**config.mk**
```make
export PLATFORM = sky130hd
export DESIGN_NAME = triple_copy_byte_voter_core
export DESIGN_NICKNAME = d
export VERILOG_FILES = /design/src/hdl/tcbv_pkg.sv /design/src/hdl/triple_copy_byte_voter_core.sv /design/src/hdl/tcbv_vote.sv /design/src/hdl/tcbv_check.sv
export SDC_FILE = /design/constraint.sdc
export NUM_CORES = 1
export LEC_CHECK = 0
export CORE_AREA = 2 2 100 102
export DETAILED_ROUTE_END_ITERATION = 7
export DIE_AREA = 0 0 102 104
export DONT_BUFFER_PORTS = 1
export GPL_TIMING_DRIVEN = 1
export PLACE_DENSITY = 0.74
export SYNTH_ARGS = -nofsm -noshare
export SYNTH_HDL_FRONTEND = slang
export SYNTH_SLANG_ARGS = --single-unit
```
**constraint.sdc**
```tcl
create_clock -name clk -period 16.8 [get_ports clk]
set_input_delay 5.04 -clock clk [delete_from_list [all_inputs] [get_ports clk]]
set_output_delay 5.04 -clock clk [all_outputs]
set_load 0.1 [all_outputs]
```
**src/hdl/tcbv_pkg.sv**
```systemverilog
package tcbv_pkg;

  // per-byte vote outcome
  typedef enum logic [2:0] {
    ST_AGREE      = 3'd0,
    ST_INV_FIXED  = 3'd1,
    ST_COPY_FIXED = 3'd2,
    ST_DATA_FIXED = 3'd3,
    ST_UNRECOV    = 3'd4
  } status_t;

  // operating modes, code three behaves as check
  localparam logic [1:0] MODE_CHECK   = 2'd0;
  localparam logic [1:0] MODE_REPAIR  = 2'd1;
  localparam logic [1:0] MODE_REFRESH = 2'd2;

  // configuration register indexes
  localparam logic REG_MODE         = 1'b0;
  localparam logic REG_EXPECTED_TAG = 1'b1;

  localparam logic [7:0]  BYTE_ONES = 8'hff;
  localparam logic [15:0] SUM_ONES  = 16'hffff;

  // result of the byte vote and repair
  typedef struct packed {
    logic [7:0] fixed_data;
    logic [7:0] fixed_copy;
    logic [7:0] fixed_inverted;
    status_t    status;
    logic       unrecov;
  } vote_res_t;

  // end-of-record flags
  typedef struct packed {
    logic tag_error;
    logic mem_error;
    logic data_error;
  } rec_flags_t;

endpackage

```
**src/hdl/triple_copy_byte_voter_core.sv**
```systemverilog
// result: a transaction accepted at an edge is registered and shown on the output the next cycle
// throughput: one transaction per cycle; the result register is the only stage, and a new
//   transaction is taken whenever the result register is empty or being taken
// reset: synchronous active-high rst clears out_valid, the running sum, the
//   unrecoverable mark and both configuration registers
module triple_copy_byte_voter_core (
  input  logic        clk,
  input  logic        rst,
  // configuration
  input  logic        cfg_we,
  input  logic        cfg_index,
  input  logic [7:0]  cfg_data,
  // input channel
  input  logic        in_valid,
  output logic        in_ready,
  input  logic [7:0]  data_byte,
  input  logic [7:0]  copy_byte,
  input  logic [7:0]  inverted_byte,
  input  logic        last,
  input  logic [15:0] stored_sum,
  input  logic [15:0] copy_sum,
  input  logic [15:0] inverted_sum,
  input  logic [7:0]  tag_primary,
  input  logic [7:0]  tag_copy,
  input  logic [7:0]  tag_inverted,
  // output channel
  output logic        out_valid,
  input  logic        out_ready,
  output logic [7:0]  fixed_data,
  output logic [7:0]  fixed_copy,
  output logic [7:0]  fixed_inverted,
  output logic [2:0]  byte_status,
  output logic        done_res,
  output logic        tag_error,
  output logic        mem_error,
  output logic        data_error,
  output logic [15:0] new_sum
);

  logic [1:0]  mode;
  logic [7:0]  expected_tag;
  logic [15:0] running_sum;
  logic        unrecov_seen;
  logic [15:0] sum_next;
  logic        accept;

  tcbv_pkg::vote_res_t  vote;
  tcbv_pkg::rec_flags_t flags;

  // configuration registers
  always_ff @(posedge clk) begin
    if (rst) begin
      mode         <= tcbv_pkg::MODE_CHECK;
      expected_tag <= '0;
    end else if (cfg_we) begin
      unique case (cfg_index)
        tcbv_pkg::REG_MODE:         mode         <= cfg_data[1:0];
        tcbv_pkg::REG_EXPECTED_TAG: expected_tag <= cfg_data;
        default: ;
      endcase
    end
  end

  // byte vote and repair
  tcbv_vote u_vote (
    .mode          (mode),
    .unrecov_seen  (unrecov_seen),
    .data_byte     (data_byte),
    .copy_byte     (copy_byte),
    .inverted_byte (inverted_byte),
    .res           (vote)
  );

  // running sum including this byte
  assign sum_next = running_sum + {8'd0, vote.fixed_data};

  // end-of-record checks
  tcbv_check u_check (
    .mode         (mode),
    .expected_tag (expected_tag),
    .sum          (sum_next),
    .unrecov_any  (unrecov_seen | vote.unrecov),
    .stored_sum   (stored_sum),
    .copy_sum     (copy_sum),
    .inverted_sum (inverted_sum),
    .tag_primary  (tag_primary),
    .tag_copy     (tag_copy),
    .tag_inverted (tag_inverted),
    .flags        (flags)
  );

  // handshake
  assign in_ready = !out_valid || out_ready;
  assign accept   = in_valid && in_ready;

  // record state
  always_ff @(posedge clk) begin
    if (rst) begin
      running_sum  <= '0;
      unrecov_seen <= 1'b0;
    end else if (accept) begin
      if (last) begin
        running_sum  <= '0;
        unrecov_seen <= 1'b0;
      end else begin
        running_sum  <= sum_next;
        unrecov_seen <= unrecov_seen | vote.unrecov;
      end
    end
  end

  // result register control
  always_ff @(posedge clk) begin
    if (rst) begin
      out_valid <= 1'b0;
    end else if (accept) begin
      out_valid <= 1'b1;
    end else if (out_ready) begin
      out_valid <= 1'b0;
    end
  end

  // result register payload
  always_ff @(posedge clk) begin
    if (accept) begin
      fixed_data     <= vote.fixed_data;
      fixed_copy     <= vote.fixed_copy;
      fixed_inverted <= vote.fixed_inverted;
      byte_status    <= vote.status;
      done_res       <= last;
      tag_error      <= last & flags.tag_error;
      mem_error      <= last & flags.mem_error;
      data_error     <= last & flags.data_error;
      new_sum        <= last ? sum_next : 16'd0;
    end
  end

endmodule

```
**src/hdl/tcbv_vote.sv**
```systemverilog
module tcbv_vote (
  input  logic [1:0]        mode,
  input  logic              unrecov_seen,
  input  logic [7:0]        data_byte,
  input  logic [7:0]        copy_byte,
  input  logic [7:0]        inverted_byte,
  output tcbv_pkg::vote_res_t res
);

  logic [7:0] decoded;
  logic       dc, dv, cv;
  tcbv_pkg::status_t status;

  // decode the inverted copy and compare all pairs
  assign decoded = tcbv_pkg::BYTE_ONES - inverted_byte;
  assign dc = (data_byte == copy_byte);
  assign dv = (data_byte == decoded);
  assign cv = (copy_byte == decoded);

  // two-of-three classification
  always_comb begin
    priority if (dc && dv) status = tcbv_pkg::ST_AGREE;
    else if (dc)           status = tcbv_pkg::ST_INV_FIXED;
    else if (dv)           status = tcbv_pkg::ST_COPY_FIXED;
    else if (cv)           status = tcbv_pkg::ST_DATA_FIXED;
    else                   status = tcbv_pkg::ST_UNRECOV;
  end

  // repair the bytes or refresh the copies
  always_comb begin
    res.fixed_data     = data_byte;
    res.fixed_copy     = copy_byte;
    res.fixed_inverted = inverted_byte;
    res.status         = status;
    res.unrecov        = 1'b0;
    if (mode == tcbv_pkg::MODE_REFRESH) begin
      res.fixed_copy     = data_byte;
      res.fixed_inverted = tcbv_pkg::BYTE_ONES - data_byte;
      res.status         = tcbv_pkg::ST_AGREE;
    end else begin
      res.unrecov = (status == tcbv_pkg::ST_UNRECOV);
      if (mode == tcbv_pkg::MODE_REPAIR && !unrecov_seen) begin
        unique case (status)
          tcbv_pkg::ST_INV_FIXED:  res.fixed_inverted = tcbv_pkg::BYTE_ONES - data_byte;
          tcbv_pkg::ST_COPY_FIXED: res.fixed_copy     = data_byte;
          tcbv_pkg::ST_DATA_FIXED: res.fixed_data     = copy_byte;
          default: ;
        endcase
      end
    end
  end

endmodule

```
**src/hdl/tcbv_check.sv**
```systemverilog
module tcbv_check (
  input  logic [1:0]         mode,
  input  logic [7:0]         expected_tag,
  input  logic [15:0]        sum,
  input  logic               unrecov_any,
  input  logic [15:0]        stored_sum,
  input  logic [15:0]        copy_sum,
  input  logic [15:0]        inverted_sum,
  input  logic [7:0]         tag_primary,
  input  logic [7:0]         tag_copy,
  input  logic [7:0]         tag_inverted,
  output tcbv_pkg::rec_flags_t flags
);

  logic [15:0] sum_dec;
  logic [15:0] voted;
  logic        vote_ok;
  logic [7:0]  tag_dec;

  assign sum_dec = tcbv_pkg::SUM_ONES - inverted_sum;
  assign tag_dec = tcbv_pkg::BYTE_ONES - tag_inverted;

  // two-of-three vote on the stored sums
  always_comb begin
    vote_ok = 1'b1;
    priority if (stored_sum == copy_sum || stored_sum == sum_dec) voted = stored_sum;
    else if (copy_sum == sum_dec)                                  voted = copy_sum;
    else begin
      voted   = stored_sum;
      vote_ok = 1'b0;
    end
  end

  // record-level flags, quiet in refresh mode
  always_comb begin
    flags = '0;
    if (mode != tcbv_pkg::MODE_REFRESH) begin
      flags.tag_error  = (tag_primary != tag_copy) || (tag_primary != tag_dec);
      flags.data_error = (tag_primary != expected_tag) || (sum != stored_sum);
      flags.mem_error  = unrecov_any ||
                         (mode == tcbv_pkg::MODE_REPAIR && (!vote_ok || voted != sum));
    end
  end

endmodule

```
# Yosys cells after proc, flatten, opt, wreduce, memory -nomap -nowiden
# Cells that the tools add are included.
# totals
reg_bits	75
latch_bits	0
ramBits	0
romBits	0
in_bits	111
output_inout_bits	49
word_cells	78
memories	0
# op_classes
add_sub_neg	5
n_mul	0
div	0
n_lt_le_gt_ge	0
eq_ne	18
n_shift	0
muxes	20
n_bitwise	5
reduce_logical	16
# op_table
cell	n
16-bit two-way mux	4
16-bit == test	3
8-bit two-way mux	4
16-bit inequality test	2
8-bit == test	3
24-bit two-way mux	1
8-bit inequality test	3
8-bit subtractor, first input constant	3
16-bit by 8-bit adder with 16-bit output	1
16-bit subtractor, first input constant	1
3-bit two-way mux	5
3-bit by 2-bit == test with 1-bit output, second input constant	2
1-bit logical OR	6
1-bit two-way mux	6
1-bit logical AND	4
2-bit AND reduction	2
1-bit bitwise AND	3
3-bit by 1-bit == test with 1-bit output, second input constant	1
3-bit == test, second input constant	1
1-bit zero test	3
2-bit by 1-bit == test with 1-bit output, second input constant	1
2-bit == test, second input constant	1
2-bit inequality test, second input constant	1
2-bit nonzero test	1
other kinds (2)	2

# Longest topological paths before layout
# logic_depth
depth_word	17
depth_mapped	18
ltp_nobuf	17

# Hierarchy
# A second synthesis with hierarchy kept.
# hier_totals
cells_unflattened	572
area_unflattened_um2	5424.0
# modules_own_cells
module	n_inst	cells_each	area_each_um2	seq_area_each_um2
triple_copy_byte_voter_core	1	278	3269.4	1971.9
tcbv_check	1	215	1497.7	0.0
tcbv_vote	1	79	656.9	0.0

# Least setup slack after synthesis
# OpenSTA, ideal clock, no wires.
# synth_path
path_type	input -> output
start	in out_ready
end	out in_ready
arrival_ns	5.825
required_ns	11.760
setup_slack_ns	5.935
stages	1
n_path_buf	0
cell_sequence	nand2b_1
# synth_via
elab_chain_len	1
# synth_rtl
item	line	source
start, declared	triple_copy_byte_voter_core.sv:28	input logic out_ready,
1-bit logical OR	triple_copy_byte_voter_core.sv:93	assign in_ready = !out_valid || out_ready;
end, declared	triple_copy_byte_voter_core.sv:15	output logic in_ready,
# Every way passes these cells.

# Worst setup path in the final report
# Ends and elaborated chain as after synthesis.

==> impl_metrics.csv <==
group,metric,value,unit
yosys,synth_ff_type,"edfxtp_1",
routing,drt_wl_total,13.45,mm
die,coreArea,9549,µm²
yosys,yosysSeqAreaShare,38.24,%
yosys,synthTopCellsByArea,"edfxtp_1 27%, xnor2_1 12%, dfxtp_1 11%, xor2_1 6.8%, a21oi_1 5.0%",
clock_network,holdBufCountCts,0,
global_route,grt_pass1_vias,4087,
worst_setup_path,end_kind,"output port",
die,rows,36,
clock_network,ctsLongestPathBuffers,2,
routing,routedWlPerCell,19.81,µm
routing,first_pass_iters,7,
clock_network,cts_resized,0,
worst_hold_path,min_path_type,"flip-flop to flip-flop",
global_route,grt_pass1_wl,20.87,mm
placement,gp_congestion,0.8826,
worst_setup_path,criticalPathCategory,"input port to output port",
worst_setup_path,cpPeakStageDelay,800,ps
die,die_h,104,µm
clock_network,cts_buffers,9,
yosys,synth_area,5156,µm²
clock_network,cts_root_buffer,"clkbuf_8",
routing,drc,0,
power,p_per_area,89.93,nW/µm²
sta,skew,12.75,ps
yosys,syn_avg_cell_area,9.409,µm²
routing,vias_per_cell,6.108,
sta,max_slew_margin,28.71,%
sta,hold_viol_final,0,
clock_network,numClockSinks,75,
yosys,yosysTopAreaCell,"edfxtp_1",
clock_network,cts_setup_buffers,0,
sta,tns,0,ps
yosys,synth_fp_nets,668,
sta,rsz0062_at_grt,"no",
routing,final_antenna_net_count,0,
global_route,grt_max_degree,51,
global_route,grt-ovfl-total,0,
sta,fin_ws,5920,ps
yosys,yosysTopAreaCellShare,27.37,%
routing,via_count,4147,
worst_setup_path,slowest_stage,"nand2b_1",
clock_network,cts_tree,"yes",
global_route,antenna_found_initial,0,
worst_setup_path,cp_max_fo,3,
die,die_x,102,µm
yosys,yosysWarnings,0,
finish,fin_cells,679,
placement,hpwl,10.29,mm
finish,syn_to_final_growth,5.800,%
yosys,synth-seq-cells,75,
clock_network,clk_latency,350,ps
finish,nNetsFinal,661,
run,maxCapViolations,0,
routing,drt_iter0_markers,352,
yosys,synthTopCellsByCount,"73 x xnor2_1, 68 x nor2_1, 51 x a21oi_1, 47 x edfxtp_1",
placement,dp.cells,663,
sta,whs,462.4,ps
sta,setup_violations,0,
power,power.total,490.6,µW
global_route,track_usage,25.27,%
sta,timing.final.crit_share,64.76,%
sta,tightestPinTransition,1069,ps
yosys,synth.most_common_cell,"xnor2_1",
clock_network,clk_pin_slew,70,ps
die,design.portCount,160,
status,status,"complete, no violations",
die,die_area,10610,µm²
worst_setup_path,cp.arrival,5840,ps
clock_network,ctsHtreeMaxLevel,3,
placement,port_buffers,0,
power,p_leak,0.001848,µW
yosys,synthArstFlopShare,0,%
sta,fin_crit,10880,ps
placement,pre_cts_ws,5920,ps
worst_setup_path,cpLargestDelayFamily,"simple AND/OR/NAND/NOR gates",
worst_setup_path,cp-start-kind,"input port",
power,peakVddDrop,0.04017,mV
die,start_util,54.00,%
worst_setup_path,crit_chain,"nand2b_1",
yosys,synth.distinct_cells,64,
finish,drive_gt1_share,8.791,%
sta,slew_viol_final,0,
yosys,synth_edf_count,47,
sta,fmax,91.92,MHz
worst_setup_path,required,11760,ps
yosys,postSynthCellCount,548,
worst_setup_path,critPathBufInv,0,
finish,n_antenna_cell,0,
==> kinds of logic after synthesis <==
logic type	share of synthesized area, %
and+or+nand+nor	18.49
xor gates and xnor gates	20.92
AOI/OAI and AO/OA	12.35
DFF	38.24
buffers and inverters	2.402
muxes	5.072
adders and majority gates	2.524
==> metal layers <==
metal  wire, µm  global-route usage (%)
met1       5380                   29.93
met5          0                       0
met2       6696                   43.28
met3       1200                   8.871
met4        171                   6.286
==> sequential cells by signal (all words and copies together) (netlist names) <==
signal and flops:
byte_status 3, data_error 1, unrecov_seen 1, tag_error 1, running_sum 16, fixed_copy 8
fixed_inverted 8, new_sum 16, mem_error 1, mode 2, fixed_data 8, expected_tag 8
out_valid 1, done_res 1
==> worst paths after layout <==
check	startpoint	end	slack (ps)	cells after the start
min reg2reg	expected_tag[5]	expected_tag[5]	460	2
max	out_ready	in_ready	5920	1
min	expected_tag[5]	expected_tag[5]	460	2
max reg2reg	mode[0]	mem_error	12190	15
==> cell type report <==
class	instances	area [µm²]
tap	133	166.4
timing repair buffer	1	7.507
clock buffer	10	127.6
multi-input combinational	443	3060
clock inverter	6	80.08
fill	882	4094
inverter	11	41.29
sequential	75	1972
==> cells in the final DEF, fill, tap and decap left out, types with 4 or more instances in the layout <==
cell type / Yosys / layout
nand3_1: 12 / 12
nor4_1: 13 / 13
ha_1: 8 / 8
and2_1: 8 / 8
inv_1: 10 / 9
xnor2_1: 73 / 73
xor2_1: 40 / 40
o21ai_0: 8 / 8
a22oi_1: 4 / 4
a31oi_1: 4 / 4
dfxtp_1: 28 / 28
nand2_1: 40 / 40
nand2b_1: 6 / 6
nor2_1: 68 / 68
nor3_1: 6 / 6
mux2_2: 17 / 17
a21oi_1: 51 / 51
nand4_1: 17 / 17
clkbuf_8: 0 / 9
mux2i_1: 7 / 7
edfxtp_1: 47 / 47
or3_1: 6 / 6
==> worst reg2reg max path: stages (launching register included) <==
cell,delay (ps)
dfxtp_1,410
nand2_1,130
nor4_2,760
mux2_2,310
ha_1,190
inv_1,70
fa_1,430
nor2b_1,220
o221a_4,280
nor2b_4,60
xor2_2,290
o221ai_1,190
or3_1,330
a2111oi_1,320
nor4b_2,260
a31oi_1,110
==> power by group <==
part | internal [µW] | switching [µW] | leakage, µW
combinational | 34.8 | 39.8 | 0.00106
sequential | 208 | 59.6 | 0.000687
clock | 82.5 | 65.9 | 0.000101
==> metrics by stage <==
step                util [%]  area [µm²]
finish                 57.13        5455
global route           57.13        5455
CTS                    57.13        5455
detailed placement     54.95        5248
global placement       54.95        5248
floorplan                  -        5156
No activity file was read; power rests on OpenSTA's default activity.
